### config.mk
export PLATFORM = sky130hd
export DESIGN_NAME = backend_auth_state_machine_top
export DESIGN_NICKNAME = d
export VERILOG_FILES = /design/src/design/bas_pkg.sv /design/src/design/bas_cfg.sv /design/src/design/bas_step.sv /design/src/design/backend_auth_state_machine_top.sv
export SDC_FILE = /design/constraint.sdc
export NUM_CORES = 1
export LEC_CHECK = 0
export ABC_CLOCK_PERIOD_IN_PS = 5800
export BUFFER_PORTS_ARGS = -buffer_cell sky130_fd_sc_hd__buf_2
export CORE_ASPECT_RATIO = 0.8
export CORE_UTILIZATION = 40
export CTS_CLUSTER_SIZE = 24
export DETAILED_ROUTE_END_ITERATION = 8
export GPL_ROUTABILITY_DRIVEN = 0
export HOLD_SLACK_MARGIN = 0.08
export PLACE_DENSITY = 0.67
export SLEW_MARGIN = 0
export SYNTH_ARGS = -nofsm -noshare
export SYNTH_HDL_FRONTEND = slang
export SYNTH_SLANG_ARGS = --single-unit
### constraint.sdc
create_clock -name i_clk -period 5.8 [get_ports i_clk]
set_input_delay 0.29 -clock i_clk [delete_from_list [all_inputs] [get_ports i_clk]]
set_output_delay 0.29 -clock i_clk [all_outputs]
set_load 0.1 [all_outputs]
### src/design/bas_pkg.sv
package bas_pkg;

    // Timer width default; the top level hands its parameter down.
    localparam int TIMER_BITS_DEF = 16;

    localparam int CFG_DATA_W = 16;
    localparam int CFG_IDX_W  = 2;

    // Reset values of the configuration registers
    localparam logic [3:0]  MAX_REQUESTS_RST = 4'd2;
    localparam logic [15:0] SUPP_TIMEOUT_RST = 16'd30;
    localparam logic [15:0] SERV_TIMEOUT_RST = 16'd30;

    // Bit positions in the event latch vector
    localparam int LT_ABORT  = 0;
    localparam int LT_START  = 1;
    localparam int LT_RXRESP = 2;
    localparam int LT_AREQ   = 3;
    localparam int LT_ASUCC  = 4;
    localparam int LT_AFAIL  = 5;
    localparam int LT_W      = 6;

    typedef enum logic [2:0] {
        ST_INIT = 3'd0,
        ST_IDLE = 3'd1,
        ST_RESP = 3'd2,
        ST_REQ  = 3'd3,
        ST_SUCC = 3'd4,
        ST_FAIL = 3'd5,
        ST_TOUT = 3'd6
    } t_state;

    typedef enum logic [2:0] {
        ACT_NONE   = 3'd0,
        ACT_TX_REQ = 3'd1,
        ACT_SEND   = 3'd2,
        ACT_SUCC   = 3'd3,
        ACT_FAIL   = 3'd4,
        ACT_ABORT  = 3'd5
    } t_action;

    typedef enum logic [CFG_IDX_W-1:0] {
        CFG_MAX_REQUESTS = 2'd0,
        CFG_SUPP_TIMEOUT = 2'd1,
        CFG_SERV_TIMEOUT = 2'd2
    } t_cfg_idx;

    typedef struct packed {
        logic [3:0]  max_requests;
        logic [15:0] supplicant_timeout;
        logic [15:0] server_timeout;
    } t_cfg;

    typedef struct packed {
        logic       port_auto;
        logic       init_level;
        logic       abort_pulse;
        logic       start_pulse;
        logic       supp_response;
        logic       server_request;
        logic       server_accept;
        logic       server_reject;
        logic       tick;
        logic       port_unauth;
        logic       load_id;
        logic [7:0] new_server_id;
    } t_in_item;

    typedef struct packed {
        t_state     fsm_state;
        t_action    action;
        logic [7:0] frame_id;
        logic       frame_id_valid;
        logic       success_pulse;
        logic       fail_pulse;
        logic       timeout_flag;
        logic [3:0] retry_count;
    } t_out_item;

    // Machine context apart from the timer, whose width is a parameter
    typedef struct packed {
        t_state          fsm;
        logic [3:0]      req_count;
        logic [LT_W-1:0] latches;
        logic [7:0]      server_id;
        logic            server_id_ok;
        logic [7:0]      current_id;
        logic            current_id_ok;
        logic            timeout_level;
    } t_ctx;

endpackage

### src/design/bas_cfg.sv
module bas_cfg (
    input  logic                              i_clk,
    input  logic                              i_rst_n,
    input  logic                              i_cfg_we,
    input  logic [bas_pkg::CFG_IDX_W-1:0]     i_cfg_idx,
    input  logic [bas_pkg::CFG_DATA_W-1:0]    i_cfg_data,
    output bas_pkg::t_cfg                     o_cfg
);
    import bas_pkg::*;

    t_cfg r_cfg;
    t_cfg n_cfg;

    always_comb begin
        n_cfg = r_cfg;
        if (i_cfg_we) begin
            unique case (t_cfg_idx'(i_cfg_idx))
                CFG_MAX_REQUESTS: n_cfg.max_requests       = i_cfg_data[3:0];
                CFG_SUPP_TIMEOUT: n_cfg.supplicant_timeout = i_cfg_data;
                CFG_SERV_TIMEOUT: n_cfg.server_timeout     = i_cfg_data;
                default:          n_cfg = r_cfg;
            endcase
        end
    end

    always_ff @(posedge i_clk) begin
        if (!i_rst_n) begin
            r_cfg.max_requests       <= MAX_REQUESTS_RST;
            r_cfg.supplicant_timeout <= SUPP_TIMEOUT_RST;
            r_cfg.server_timeout     <= SERV_TIMEOUT_RST;
        end else begin
            r_cfg <= n_cfg;
        end
    end

    assign o_cfg = r_cfg;

endmodule

### src/design/bas_step.sv
module bas_step #(
    parameter int TIMER_BITS = bas_pkg::TIMER_BITS_DEF
) (
    input  bas_pkg::t_ctx         i_ctx,
    input  logic [TIMER_BITS-1:0] i_timer,
    input  bas_pkg::t_cfg         i_cfg,
    input  bas_pkg::t_in_item     i_item,
    output bas_pkg::t_ctx         o_ctx,
    output logic [TIMER_BITS-1:0] o_timer,
    output bas_pkg::t_out_item    o_item
);
    import bas_pkg::*;

    logic [LT_W-1:0]       lat;
    logic [7:0]            sid;
    logic                  sid_ok;
    logic [TIMER_BITS-1:0] tmr;
    logic                  tmr_zero;
    logic                  force_init;
    logic                  moved;
    t_state                nxt;

    // Capture pulses, take the new identifier, apply the tick
    always_comb begin
        lat = i_ctx.latches;
        lat[LT_ABORT]  = lat[LT_ABORT]  | i_item.abort_pulse;
        lat[LT_START]  = lat[LT_START]  | i_item.start_pulse;
        lat[LT_RXRESP] = lat[LT_RXRESP] | i_item.supp_response;
        lat[LT_AREQ]   = lat[LT_AREQ]   | i_item.server_request;
        lat[LT_ASUCC]  = lat[LT_ASUCC]  | i_item.server_accept;
        lat[LT_AFAIL]  = lat[LT_AFAIL]  | i_item.server_reject;
        sid    = i_item.load_id ? i_item.new_server_id : i_ctx.server_id;
        sid_ok = i_item.load_id | i_ctx.server_id_ok;
        tmr    = (i_item.tick && (i_timer != '0)) ? i_timer - 1'b1 : i_timer;
    end

    assign tmr_zero   = (tmr == '0);
    assign force_init = !i_item.port_auto || i_item.init_level || lat[LT_ABORT];

    // Next state
    always_comb begin
        nxt   = i_ctx.fsm;
        moved = 1'b1;
        if (force_init) begin
            nxt = ST_INIT;
        end else begin
            unique case (i_ctx.fsm)
                ST_REQ: begin
                    if (lat[LT_RXRESP])                                       nxt = ST_RESP;
                    else if (tmr_zero && (i_ctx.req_count != i_cfg.max_requests)) nxt = ST_REQ;
                    else if (tmr_zero)                                        nxt = ST_TOUT;
                    else                                                      moved = 1'b0;
                end
                ST_RESP: begin
                    if (lat[LT_RXRESP])     nxt = ST_RESP;
                    else if (lat[LT_AREQ])  nxt = ST_REQ;
                    else if (tmr_zero)      nxt = ST_TOUT;
                    else if (lat[LT_AFAIL]) nxt = ST_FAIL;
                    else if (lat[LT_ASUCC]) nxt = ST_SUCC;
                    else                    moved = 1'b0;
                end
                ST_IDLE: begin
                    if (lat[LT_START]) nxt = ST_RESP;
                    else               moved = 1'b0;
                end
                default: nxt = ST_IDLE;
            endcase
        end
    end

    // Entry actions and result
    always_comb begin
        o_ctx              = i_ctx;
        o_ctx.latches      = lat;
        o_ctx.server_id    = sid;
        o_ctx.server_id_ok = sid_ok;
        o_timer            = tmr;
        o_item             = '0;
        o_item.action      = ACT_NONE;
        if (moved) begin
            o_ctx.fsm = nxt;
            unique case (nxt)
                ST_REQ: begin
                    o_ctx.current_id    = sid;
                    o_ctx.current_id_ok = sid_ok;
                    o_item.action       = ACT_TX_REQ;
                    o_timer             = TIMER_BITS'(i_cfg.supplicant_timeout);
                    o_ctx.req_count     = i_ctx.req_count + 4'd1;
                end
                ST_RESP: begin
                    o_ctx.latches[LT_AREQ]   = 1'b0;
                    o_ctx.latches[LT_ASUCC]  = 1'b0;
                    o_ctx.latches[LT_RXRESP] = 1'b0;
                    o_ctx.latches[LT_AFAIL]  = 1'b0;
                    o_ctx.timeout_level      = 1'b0;
                    o_timer                  = TIMER_BITS'(i_cfg.server_timeout);
                    o_ctx.req_count          = 4'd0;
                    o_item.action            = ACT_SEND;
                end
                ST_SUCC: begin
                    o_ctx.current_id     = sid;
                    o_ctx.current_id_ok  = sid_ok;
                    o_item.action        = ACT_SUCC;
                    o_item.success_pulse = 1'b1;
                end
                ST_FAIL: begin
                    o_ctx.current_id    = sid;
                    o_ctx.current_id_ok = sid_ok;
                    o_item.action       = ACT_FAIL;
                    o_item.fail_pulse   = 1'b1;
                end
                ST_TOUT: begin
                    o_item.action       = i_item.port_unauth ? ACT_FAIL : ACT_NONE;
                    o_ctx.timeout_level = 1'b1;
                end
                ST_IDLE: begin
                    o_ctx.latches[LT_START] = 1'b0;
                    o_ctx.req_count         = 4'd0;
                end
                default: begin
                    o_ctx.latches[LT_ABORT] = 1'b0;
                    o_item.action           = ACT_ABORT;
                end
            endcase
        end
        o_item.fsm_state      = o_ctx.fsm;
        o_item.frame_id       = o_ctx.current_id;
        o_item.frame_id_valid = o_ctx.current_id_ok;
        o_item.timeout_flag   = o_ctx.timeout_level;
        o_item.retry_count    = o_ctx.req_count;
    end

endmodule

### src/design/backend_auth_state_machine_top.sv
// Backend authenticator state machine (802.1X style), one evaluation step per
// input transfer.
// Input channel (i_in_valid / o_in_ready / i_in_item): each transfer carries
// the port levels, the event pulses, a timer tick and an optional new server
// identifier. Output channel (o_out_valid / i_out_ready / o_out_item): one
// result transfer per input transfer, in order: state, frame action, frame
// identifier and status flags.
// Configuration: write i_cfg_data into register i_cfg_idx while i_cfg_we is
// high (0 max_requests, 1 supplicant_timeout, 2 server_timeout); index 3 is
// ignored. Write only while no step is in flight.
// Path: a transfer lands in the input register; the step runs from there
// into the result register once that register is free or being emptied.
// Throughput: one step per cycle while the receiver keeps up, set by the
// single combinational step between the two registers.
// Reset (synchronous, active low): machine in initialize, counters, timer and
// latches clear, identifiers invalid, configuration back to 2 / 30 / 30.
// Receiver stall: the result register holds; the input register still takes
// one more transfer, then o_in_ready drops until the result is taken.
module backend_auth_state_machine_top #(
    parameter int TIMER_BITS = bas_pkg::TIMER_BITS_DEF
) (
    input  logic                           i_clk,
    input  logic                           i_rst_n,
    input  logic                           i_in_valid,
    output logic                           o_in_ready,
    input  bas_pkg::t_in_item              i_in_item,
    output logic                           o_out_valid,
    input  logic                           i_out_ready,
    output bas_pkg::t_out_item             o_out_item,
    input  logic                           i_cfg_we,
    input  logic [bas_pkg::CFG_IDX_W-1:0]  i_cfg_idx,
    input  logic [bas_pkg::CFG_DATA_W-1:0] i_cfg_data
);
    import bas_pkg::*;

    t_cfg                  cfg;

    // Input register
    logic                  r_in_valid;
    t_in_item              r_in_item;

    // Machine state
    t_ctx                  r_ctx;
    logic [TIMER_BITS-1:0] r_timer;
    t_ctx                  n_ctx;
    logic [TIMER_BITS-1:0] n_timer;

    // Result register
    logic                  r_out_valid;
    t_out_item             r_out_item;
    t_out_item             n_out_item;

    logic                  step_go;

    bas_cfg u_cfg (
        .i_clk      (i_clk),
        .i_rst_n    (i_rst_n),
        .i_cfg_we   (i_cfg_we),
        .i_cfg_idx  (i_cfg_idx),
        .i_cfg_data (i_cfg_data),
        .o_cfg      (cfg)
    );

    bas_step #(
        .TIMER_BITS (TIMER_BITS)
    ) u_step (
        .i_ctx   (r_ctx),
        .i_timer (r_timer),
        .i_cfg   (cfg),
        .i_item  (r_in_item),
        .o_ctx   (n_ctx),
        .o_timer (n_timer),
        .o_item  (n_out_item)
    );

    // Run a step when an item waits and the result register is free or
    // being emptied this cycle.
    assign step_go    = r_in_valid && (!r_out_valid || i_out_ready);
    // Take a new item when the input register is empty or drains now.
    assign o_in_ready = !r_in_valid || step_go;

    always_ff @(posedge i_clk) begin
        if (!i_rst_n) begin
            r_in_valid <= 1'b0;
        end else if (o_in_ready) begin
            r_in_valid <= i_in_valid;
        end
    end

    always_ff @(posedge i_clk) begin
        if (o_in_ready && i_in_valid) begin
            r_in_item <= i_in_item;
        end
    end

    // Advance the machine only on a step; hold otherwise.
    always_ff @(posedge i_clk) begin
        if (!i_rst_n) begin
            r_ctx   <= '{fsm: ST_INIT, default: '0};
            r_timer <= '0;
        end else if (step_go) begin
            r_ctx   <= n_ctx;
            r_timer <= n_timer;
        end
    end

    always_ff @(posedge i_clk) begin
        if (!i_rst_n) begin
            r_out_valid <= 1'b0;
        end else if (step_go) begin
            r_out_valid <= 1'b1;
        end else if (i_out_ready) begin
            r_out_valid <= 1'b0;
        end
    end

    always_ff @(posedge i_clk) begin
        if (step_go) begin
            r_out_item <= n_out_item;
        end
    end

    assign o_out_valid = r_out_valid;
    assign o_out_item  = r_out_item;

endmodule
==> results.md <==
- Run status: finished with violations
- Failing checks: DRC
- Initial Utilization: 41.2%
- Actual slew at the worst max-slew pin: 1.24 ns
- Startpoint types: flip-flop
- Critical Path RT: 6.10 ns
- Clk root buf: clkbuf_16
- Longest Clk Path Bufs: 2
- Worst rel slew slack: 17.2%
- Main synth FF type: dfxtp_1
- Clock Skew: 0.00731 ns
- Vias post-DR: 5,160
- Total GRT Usage: 20.7%
- Final setup vio count: 0
- R2R cell count: 14
- TNS Setup: 0 ns
- Largest net degree at the start of global routing: 57
- CTS tree: done
- Area Growth Syn to Fin: 20.9%
- Remaining antenna violation count: 0
- Clock sink count: 127
- Area after DPL: 6360 um2
- Crit Reg-Reg Startpoint: r_timer[0]
- Yosys warns: 0
- Ant. Diodes: 0
- Die W: 138 um
- Final critical-path required period: 4.69 ns
- Crit Reg-Reg Endpoint: r_timer[3]
- Crit path buf inv count: 2
- Critical Path AT: 4.99 ns
- Met1 WL: 6.79 mm
- Register area: 2950 um2
- Final instance area: 7170 um2
- Max Cap Viol: 0
- Slew Viols, Final: 0
- Number of global-route vias before repair: 4,901
- Chip height: 111 um
- Worst VDD drop: 0.000252 V
- Rows: 39
- Wire length on met2: 7.07 mm
- Most frequent cells in the layout: nand2_1 (112), dfxtp_1 (86), a21oi_1 (81)
- H-tree Lvls: 4
- Post-Layout Cell Count: 910
- Fillers: 1,311
- Setup crit start: r_timer[0]
- Layout cell share with drive strength beyond 1: 18.2%
- Critical path depth: 14
- Area of the multi-input gates: 2770 um2
- Synth Register Bits: 127
- Crit share post-route: 80.9%
- EDFF count, synth: 41
- Max stage delay cell, worst path: or4b_2
- CP max stage delay: 0.69 ns
- Fmax: 213 MHz
- First DRT Iteration DRCs: 521
- Core area: 14,400 um2
- Die area: 15,300 um2
- Commonest non-fill, non-tap cell in the layout: nand2_1
- GRT overflow: 0
- Cell Area, Synth: 5930 um2
- Final Hold Viols: 0
- Final WS setup: 1.11 ns
- Reg2reg setup slack: 1.11 ns
- Critical path endpoint: r_timer[3]
- Io pins: 66
- Drt drc: 5
- Overall Power: 2.43 mW
- Cells after Synth: 641
- Critical path fanouts, max: 14
- Mapped Avg Cell Area: 9.25 um2
- Dpl ws: 1.17 ns
- Post-layout util: 49.8%
- Drt wl/cell: 16.6 um
- DRT Wirelength: 15.1 mm
- Total iterations of the first detailed-routing run: 9
- Leakage power: 2.69 nW
- CTS-repair resized insts: 0
- Top cell by count, worst path: ha_1
- IO buf count: 65
- Power Density: 339 nW/um2
- Final nets: 758
- Initial antenna violation count: 0
- Ys async rst share: 0%
- DP Cell Count: 858
- Top Metal Used: met4
- First-pass GRT wire length: 25.0 mm
- HP Class: in -> reg
- Inserted Clock Buffers: 17
- Met3 routed WL: 1.01 mm
- CP Cell Sequence: inv_1, ha_1, or4b_2, o41ai_4, mux2i_1, nand3b_4, or4_4, o21ai_4, ha_1, and3_1, buf_4, nor4_1, a211oi_1, o22ai_1
- Cell family with the largest share of critical-path delay: simple AND/OR/NAND/NOR gates
- Sequential area share after synthesis: 49.8%
- Crit Path Category: reg -> reg
- RSZ-0062 raised after global routing: false
- Crit. End Element: flip-flop
- Worst-path clk slew: 0.06 ns
- Worst-skew pair later-pin latency: 0.42 ns
- Synthesized net count: 686
- DR vias/cell: 5.67
- Synth cell types: 76
- DPL Wire Length: 10.2 mm
- Fin Hold WS: 0.111 ns
-- worst min-delay path: stages --
cell	delay, ns
buf_2	0.09
nand2_1	0.05
nand3_1	0.07
-- routing by layer --
metal  track usage [%]  vias up
li1                  -     2484
met1              26.9     2462
met2              32.9      191
met3              5.92       23
met4              6.97        0
met5                 0        -
-- power breakdown --
group,total [mW],internal [mW],leakage (nW),switching [mW]
clock,1.10,0.641,0.300,0.464
combinational,0.339,0.119,1.30,0.220
sequential,0.990,0.955,1.09,0.0345
-- layout make-up --
cell class / count / area share (%)
Timing Repair Buffer: 92 / 8.06
Clock inverter: 14 / 2.27
Sequential cell: 127 / 41.2
Clock buffer: 18 / 6.28
Inverter: 8 / 0.419
Tap cell: 184 / 3.21
Multi-Input combinational cell: 467 / 38.6
-- worst min path at each step --
stage | endpoint | cells past startpoint | slack [ns] | startpoint
after floorplan | r_in_item[0] | 0 | 0.39 | i_in_item[0]
after global placement | r_ctx[14] | 2 | 0.44 | r_ctx[14]
after detailed placement | u_cfg.o_cfg[11] | 2 | 0.45 | u_cfg.o_cfg[11]
after CTS | u_cfg.o_cfg[20] | 3 | 0.1 | i_cfg_data[4]
after global routing | u_cfg.o_cfg[20] | 3 | 0.11 | i_cfg_data[4]
final | u_cfg.o_cfg[20] | 3 | 0.11 | i_cfg_data[4]
-- synthesized netlist by cell type, types with 6 or more instances --
cell type  number  area (um2)
a211oi_1       11        82.6
a21oi_1        81         405
a22oi_1         6        45.0
a31oi_1         6        37.5
and2_1          9        56.3
buf_2           8        40.0
clkbuf_1       23        86.3
dfxtp_1        86        1720
edfxtp_1       41        1230
inv_1           6        22.5
mux2i_1        14         140
nand2_1       112         420
nand3_1        26         130
nor2_1         48         180
nor3_1         12        60.1
nor4_1         15        93.8
o21ai_0        18        90.1
o22ai_1         6        37.5
or3_1           8        50.1
-- repair_timing --
item	4_1_cts	5_1_grt
hold buffers	20	0
buffers inserted	0	0
endpoints found under the hold margin	20	0
-- cell families (layout without fill, tap and decap cells) --
family	count (synthesis)	after routing	share of synthesized area, %
AOI/OAI and AO/OA	169	169	19.2
adders and majority gates	3	3	0.633
buffers and inverters	47	132	3.59
and+or+nand+nor	272	272	23.0
muxes	16	16	2.74
xor gates and xnor gates	7	7	1.03
DFF	127	127	49.8
-- registers in the layout, indices dropped and copies added (netlist names) --
register	count
r_in_valid	1
r_ctx	32
r_timer	16
o_out_item	22
o_out_valid	1
r_in_item	19
u_cfg.o_cfg	36
Power figures use the tool's default switching activity.
